<file path="config.mk">
export PLATFORM = sky130hd
export DESIGN_NAME = dlms_front
export DESIGN_NICKNAME = d
export VERILOG_FILES = /design/src/design/dfa_longest_match_scanner_unit_macros.svh /design/src/design/dlms_pkg.sv /design/src/design/dlms_front.sv
export SDC_FILE = /design/constraint.sdc
export NUM_CORES = 1
export LEC_CHECK = 0
export BUFFER_PORTS_ARGS = -buffer_cell sky130_fd_sc_hd__buf_2
export CORE_MARGIN = 2
export CORE_UTILIZATION = 43
export DETAILED_ROUTE_END_ITERATION = 10
export GPL_TIMING_DRIVEN = 0
export PLACE_DENSITY = 0.9
export SLEW_MARGIN = 20
export SYNTH_ARGS = -nofsm -noshare
export SYNTH_HDL_FRONTEND = slang
export SYNTH_SLANG_ARGS = --single-unit
</file>
<file path="constraint.sdc">
create_clock -name i_clk -period 1.93 [get_ports i_clk]
set_input_delay 0.386 -clock i_clk [delete_from_list [all_inputs] [get_ports i_clk]]
set_output_delay 0.386 -clock i_clk [all_outputs]
set_load 0.005 [all_outputs]
</file>
<file path="src/design/dfa_longest_match_scanner_unit_macros.svh">
// ============================================================================
// Assertion macros
// Shared concurrent assertion forms for the DFA scanner modules.
// ============================================================================
`ifndef DFA_LONGEST_MATCH_SCANNER_UNIT_MACROS_SVH
`define DFA_LONGEST_MATCH_SCANNER_UNIT_MACROS_SVH

// Same-cycle implication.
`define DLMS_ASSERT_IMPL(label, clk, rst_n, ante, cons) \
    label: assert property (@(posedge clk) disable iff (!rst_n) (ante) |-> (cons)) \
        else $error("dlms implication check failed");

// Next-cycle implication.
`define DLMS_ASSERT_NEXT(label, clk, rst_n, ante, cons) \
    label: assert property (@(posedge clk) disable iff (!rst_n) (ante) |=> (cons)) \
        else $error("dlms next-cycle check failed");

// Condition that must never hold.
`define DLMS_ASSERT_NEVER(label, clk, rst_n, cond) \
    label: assert property (@(posedge clk) disable iff (!rst_n) !(cond)) \
        else $error("dlms forbidden condition seen");

`endif

</file>
<file path="src/design/dlms_pkg.sv">
// ============================================================================
// dlms_pkg
// Types and constants shared by the DFA longest-match scanner modules.
// ============================================================================
package dlms_pkg;

    localparam int STATE_W  = 8;
    localparam int BYTE_W   = 8;
    localparam int TOKEN_W  = 8;
    localparam int LEN_W    = 16;
    localparam int CMD_W    = 2;
    localparam int TRANS_AW = STATE_W + BYTE_W;

    localparam logic [LEN_W-1:0]   LEN_MAX    = {LEN_W{1'b1}};
    localparam logic [STATE_W-1:0] START_STATE = STATE_W'(1);
    localparam logic [STATE_W-1:0] DEAD_STATE  = '0;
    localparam logic [TOKEN_W-1:0] NO_TOKEN    = '0;

    // Command codes on the input port
    localparam logic [CMD_W-1:0] CMD_STEP     = 2'd0;
    localparam logic [CMD_W-1:0] CMD_WR_TRANS = 2'd1;
    localparam logic [CMD_W-1:0] CMD_WR_ACC   = 2'd2;
    localparam logic [CMD_W-1:0] CMD_RESTART  = 2'd3;

    typedef enum logic [1:0] {
        OP_STEP,
        OP_WR_TRANS,
        OP_WR_ACC,
        OP_RESTART
    } t_op;

    typedef struct packed {
        t_op                op;
        logic [BYTE_W-1:0]  byte_value;
        logic [STATE_W-1:0] state_index;
        logic [STATE_W-1:0] next_state;
        logic [TOKEN_W-1:0] token_id;
    } t_item;

    typedef struct packed {
        logic hopeful;
        logic [TOKEN_W-1:0] match_id;
        logic [LEN_W-1:0]   match_length;
        logic [STATE_W-1:0] current_state;
    } t_result;

    typedef enum logic [1:0] {
        BK_IDLE,
        BK_RD_TRANS,
        BK_RD_ACC
    } t_back_state;

endpackage

</file>
<file path="src/design/dlms_front.sv">
// ============================================================================
// dlms_front
// Input stage: takes a transfer, decodes the command, holds it for the queue.
// ============================================================================
module dlms_front (
    input  logic                          i_clk,
    input  logic                          i_rst_n,
    input  logic                          i_in_valid,
    output logic                          o_in_ready,
    input  logic [dlms_pkg::CMD_W-1:0]    i_command,
    input  logic [dlms_pkg::BYTE_W-1:0]   i_byte_value,
    input  logic [dlms_pkg::STATE_W-1:0]  i_state_index,
    input  logic [dlms_pkg::STATE_W-1:0]  i_next_state,
    input  logic [dlms_pkg::TOKEN_W-1:0]  i_token_id,
    output logic                          o_push,
    output dlms_pkg::t_item               o_item,
    input  logic                          i_q_ready
);

    logic            r_valid;
    dlms_pkg::t_item r_item;
    dlms_pkg::t_item n_item;
    logic            take;

    assign o_in_ready = !r_valid || i_q_ready;
    assign take       = i_in_valid && o_in_ready;
    assign o_push     = r_valid && i_q_ready;
    assign o_item     = r_item;

    always_comb begin
        n_item.byte_value  = i_byte_value;
        n_item.state_index = i_state_index;
        n_item.next_state  = i_next_state;
        n_item.token_id    = i_token_id;
        case (i_command)
            dlms_pkg::CMD_STEP:     n_item.op = dlms_pkg::OP_STEP;
            dlms_pkg::CMD_WR_TRANS: n_item.op = dlms_pkg::OP_WR_TRANS;
            dlms_pkg::CMD_WR_ACC:   n_item.op = dlms_pkg::OP_WR_ACC;
            default:                n_item.op = dlms_pkg::OP_RESTART;
        endcase
    end

    always_ff @(posedge i_clk) begin
        if (!i_rst_n) begin
            r_valid <= 1'b0;
        end else if (take) begin
            r_valid <= 1'b1;
        end else if (o_push) begin
            r_valid <= 1'b0;
        end
    end

    always_ff @(posedge i_clk) begin
        if (take) begin
            r_item <= n_item;
        end
    end

endmodule

</file>
==> results.yml, run 1 <==
cells_and_area:
  n_antenna_cell: 0
  drive_above_1_share_pct: 66.12
  syn_to_final_growth_pct: 40.39
  fill_cells: 188
  fin_nets: 158
  final_util_pct: 63.12
floorplan:
  rows: 18
  die-height_um: 54.43
  core_um2: 2432
  num_io_pins: 74
  die_area_um2: 2963
  initial_core_util_pct: 44.96
  fp.dieW_um: 54.43
clock_tree:
  clock-root-buffer: "clkbuf_4"
  cts_setup_buffers: 0
  ctsHoldBuffers: 0
  clk_transition_reported_paths_ps: 90
  clk_path_buf_depth: 2
  htreeDepth: 2
  cts_buffers: 5
  worstSkewPairLatency_ps: 320
  cts_tree: "built"
  ctsResizeCount: 0
  clock_sinks: 35
timing:
  slew_headroom_pct: 71.72
  hold_violations: 0
  grt_setup_unrepaired: "no"
  setup_ws_ps: 596.6
  clock.fmax_mhz: 749.9
  finalClockSkew_ps: 6.785
  setup_viol: 0
  layout_min_cycle_time_ps: 1333
  fin_crit_sh_pct: 69.09
  slew_viol_final: 0
  setup_tns_ps: 0
  tightest_slew_ps: 424.2
global_routing:
  overflow: 0
  grt_usage_pct: 13.48
  antenna_found_initial: 0
  grt_pass1_vias: 551
  grt_max_degree: 35
  grt_pass1_wl_um: 2421
synthesis:
  yosysUniqueCellTypes: 8
  ys_warn_count: 0
  synth_nets: 80
  synth-seq-cells: 35
  mappedNetlistArea_um2: 1094
  syn_inst: 42
  ys_seq_area_share_pct: 95.19
  avgSynthCellArea_um2: 26.04
critical_path:
  r2r-start: "r_valid"
  cp-start-kind: "flop"
  critPathRequiredTime_ps: 1540
  crit_arrival_ps: 950
  crit_start: "r_valid"
  worstSetupPathType: "reg -> out"
  worstSetupEndpointType: "output port"
  path_buf_inv: 1
  path_cells: "and2_2 -> buf_2"
  crit_family: "flip-flops"
  slowest_stage: "dfxtp_1"
  cp_max_fo: 2
  cp_slowest_stage_delay_ps: 380
routing:
  drt-total-wl_um: 1995
  wl_per_cell_um: 13.21
  drtAntennaViolNets: 0
  via_per_inst: 4.430
  vias: 669
  drt_iter0_markers: 21
  dr.pass1.iters: 4
  remaining_drc_errors: 0
status:
  status: "finished clean"
worst_hold_path:
  min_from: "i_token_id[1]"
  hold_class: "in -> reg"
placed_design:
  pre_cts_slack_ps: 545.4
  io_buffer_count: 71
  routabilityCongestion: 0.5887
power:
  ir_drop_mv: 0.5243
  power.density_nw_per_um2: 883.4
  p_leak_nw: 0.6697
flow_run:
  drv_cap: 0
==> flip-flops by register name (all words and copies together) (netlist names) <==
name and flops:
o_item 34, r_valid 1
==> metal layers <==
layer	up-vias	GRT usage [%]	wire length, µm
met5	-	0	0
met4	0	12.50	47
met2	54	19.88	878
met1	290	13.70	747
li1	318	-	-
met3	7	6.831	322
==> layout by cell type, fill, tap and decap left out, drive strengths merged <==
master and n:
edfxtp 34, clkbuf 10, buf 71, a21boi 1, nand2b 1, dfxtp 1, inv 1, and2 2
==> report_power, final <==
part / total [W] / internal, W / switching [W]
clock network: 0.000354 / 0.000145 / 0.000209
logic: 0.000106 / 0.0000572 / 0.0000491
registers: 0.000896 / 0.000885 / 0.0000105
total: 0.00136 / 0.00109 / 0.000269
==> cell usage after synthesis, drive strengths merged <==
master   n  area, µm²
nand2b   1      13.76
and2     2      16.27
dfxtp    1      20.02
inv      1      3.750
a21boi   1      11.26
edfxtp  34       1021
clkbuf   2      7.510
==> area by class of cell <==
class,instances,area [µm²],area share [%]
sequential,35,1041,67.81
inverter,1,3.754,0.2445
multi-input combinational,4,41.29,2.689
clock buffer,8,48.80,3.178
timing repair buffer,71,355.3,23.15
buffer,2,7.507,0.4890
tap,30,37.54,2.445
==> cells by family after synthesis <==
logic type	after synthesis	share of synthesized area (%)
AO/OA/AOI/OAI	1	1.030
buffers and inverters	3	1.030
flip-flops	35	95.19
AND/OR/NAND/NOR	3	2.746
==> metrics by stage <==
| stage | total power [W] | cells | hold slack, ps | instance area (µm²) |
|---|---|---|---|---|
| after global placement | 0.001015 | 143 | 484.4 | 1486 |
| after CTS | 0.001364 | 151 | 221.2 | 1535 |
| after global routing | 0.001415 | 151 | 207.3 | 1535 |
| final | 0.001356 | 151 | 232.2 | 1535 |
| after floorplan | 0.0009417 | 42 | 484.9 | 1094 |
| after detailed placement | 0.001022 | 143 | 495.3 | 1486 |
==> path summary, 6_finish.rpt <==
check | endpoint | slack [ps] | cells after the start
setup / recovery | o_push | 600 | 2
hold / removal | o_item[1] | 230 | 1
setup reg to reg | o_item[22] | 730 | 2
hold reg to reg | r_valid | 510 | 2
(Power assumes the default switching activity.)
==> inputs of run 2 (changes only) <==
- CORE_UTILIZATION: 43 -> 40
- PLACE_DENSITY: 0.9 -> 0.85
- clock period: 1.93 -> 1.3 ns (I/O delays scaled with it)
==> run 2 against run 1 <==
  * Critical endpoint unchanged
  * Global-route usage fell by 0.94 points
  * Total power grew 48%
  * Sequential share of layout area stayed put
  * Die area increased by 6.9%
  * First-iteration DRC count decreased by 76%
  * Sequential cell count stayed put
  * Clock power is 47% higher
  * Non-clock buffer count unchanged
  * Combinational power up 50%
  * Count of clock-buffer cells in the layout unchanged
  * Critical path depth unchanged
  * Cell count unchanged
==> results.yml, run 2 (synthesis results as in run 1) <==
status:
  status: "finished clean"
timing:
  slew_headroom_pct: 71.82
  fin_crit_sh_pct: 93.63
  grt_setup_unrepaired: "no"
  hold_violations: 0
  hold_slack_ps: 109.7
  slew_viol_final: 0
  setup_tns_ps: 0
  finalClockSkew_ps: 8.647
  setup_viol: 0
  layout_min_cycle_time_ps: 1217
  clock.fmax_mhz: 821.5
  tightest_slew_ps: 422.6
power:
  power.internal_w: 0.001615
  p_clk_share_pct: 25.9
  p_switching_w: 0.0003931
  power.density_nw_per_um2: 1308
  switching_share_pct: 19.58
  p_leak_nw: 0.6697
  p_comb_share_pct: 7.9
  ir_drop_mv: 0.8960
  seq_power_share_pct: 66.2
routing:
  remaining_drc_errors: 0
  drt-total-wl_um: 1909
  drtAntennaViolNets: 0
  via_per_inst: 4.444
  vias: 671
  dr.pass1.iters: 3
  wl_per_cell_um: 12.64
  drt_iter0_markers: 5
critical_path:
  r2r-start: "r_valid"
  cp-start-kind: "flop"
  crit_start: "r_valid"
  critPathRequiredTime_ps: 1040
  ff2ff_path_depth: 2
  reg2reg_slack_ps: 100
  cp_max_fo: 2
  r2r-end: "o_item[29]"
  worstSetupPathType: "reg -> out"
  crit_arrival_ps: 960
  worstSetupEndpointType: "output port"
worst_hold_path:
  min_from: "i_command[0]"
  hold_class: "in -> reg"
  whs_path_depth: 1
  holdPathEnd: "o_item[32]"
floorplan:
  rows: 18
  core_um2: 2545
  die_area_um2: 3168
  num_io_pins: 74
  fp.dieW_um: 56.29
  die-height_um: 56.29
  initial_core_util_pct: 42.97
cells_and_area:
  n_antenna_cell: 0
  syn_to_final_growth_pct: 40.39
  layout_common_cells: "buf_2, edfxtp_1, clkbuf_1, clkbuf_4"
  fin_nets: 158
  largest_reg_flops: 34
  drive_above_1_share_pct: 66.12
  final_common_cell: "buf_2"
clock_tree:
  cts_buffers: 5
  cts_setup_buffers: 0
  cts_tree: "built"
  clk_path_buf_depth: 2
  clock_sinks: 35
  clk_transition_reported_paths_ps: 90
  clock-root-buffer: "clkbuf_4"
  ctsResizeCount: 0
  ctsHoldBuffers: 0
  htreeDepth: 2
  worstSkewPairLatency_ps: 310
global_routing:
  grt_usage_pct: 12.54
  grt_pass1_wl_um: 2849
  overflow: 0
  grt_max_degree: 35
  antenna_found_initial: 0
  grt_pass1_vias: 680
placed_design:
  routabilityCongestion: 0.6939
  io_buffer_count: 71
flow_run:
  drv_cap: 0
==> run 2: worst max path at each step <==
stage                       endpoint  slack (ps)  depth (start not counted)
after floorplan            o_item[0]         210                          2
after detailed placement  o_item[28]          40                          3
final                         o_push          80                          2
after global routing          o_push          30                          2
after CTS                     o_push          60                          2
after global placement    o_item[23]          60                          3
==> run 2: routing by layer <==
layer | GRT usage, % | share of wire (%) | vias to the layer above | wire length, µm
met5 | 0 | 0 | - | 0
met4 | 8.163 | 2.0 | 0 | 39
met3 | 6.682 | 14 | 5 | 270
met2 | 19.83 | 49 | 52 | 926
met1 | 12.83 | 35 | 298 | 672
li1 | - | - | 316 | -
==> run 2: cell type report <==
type                            count  area, µm²
Inverter                            1      3.754
Tap cell                           30      37.54
Multi-Input combinational cell      4      41.29
Clock buffer                        8      48.80
Sequential cell                    35       1041
Buffer                              2      7.507
Timing Repair Buffer               71      355.3
Fill cell                         202       1010
==> run 2: critical path: stages, from the launching register on <==
cell and delay (ps):
dfxtp_1 390, and2_2 150, buf_2 110
==> run 2: through the flow <==
stage | total power [W] | instances | instance area (µm²) | util (%) | setup WS, ps
floorplan | 0.001398 | 42 | 1094 | - | 212.4
global placement | 0.001510 | 143 | 1486 | 58.41 | 64.09
finish | 0.002008 | 151 | 1535 | 60.32 | 82.76
global route | 0.002093 | 151 | 1535 | 60.32 | 28.22
CTS | 0.002037 | 151 | 1535 | 60.32 | 64.20
detailed placement | 0.001518 | 143 | 1486 | 58.41 | 35.57
==> run 2: power by group through the flow <==
stage / Combinational (W) / Clock (W) / Sequential (W)
6_report: 0.000159 / 0.000520 / 0.00133
3_5_place_dp: 0.000162 / 0 / 0.00136
5_1_grt: 0.000174 / 0.000583 / 0.00134
4_1_cts: 0.000162 / 0.000545 / 0.00133
3_3_place_gp: 0.000157 / 0 / 0.00135
2_1_floorplan: 0.0000317 / 0 / 0.00137
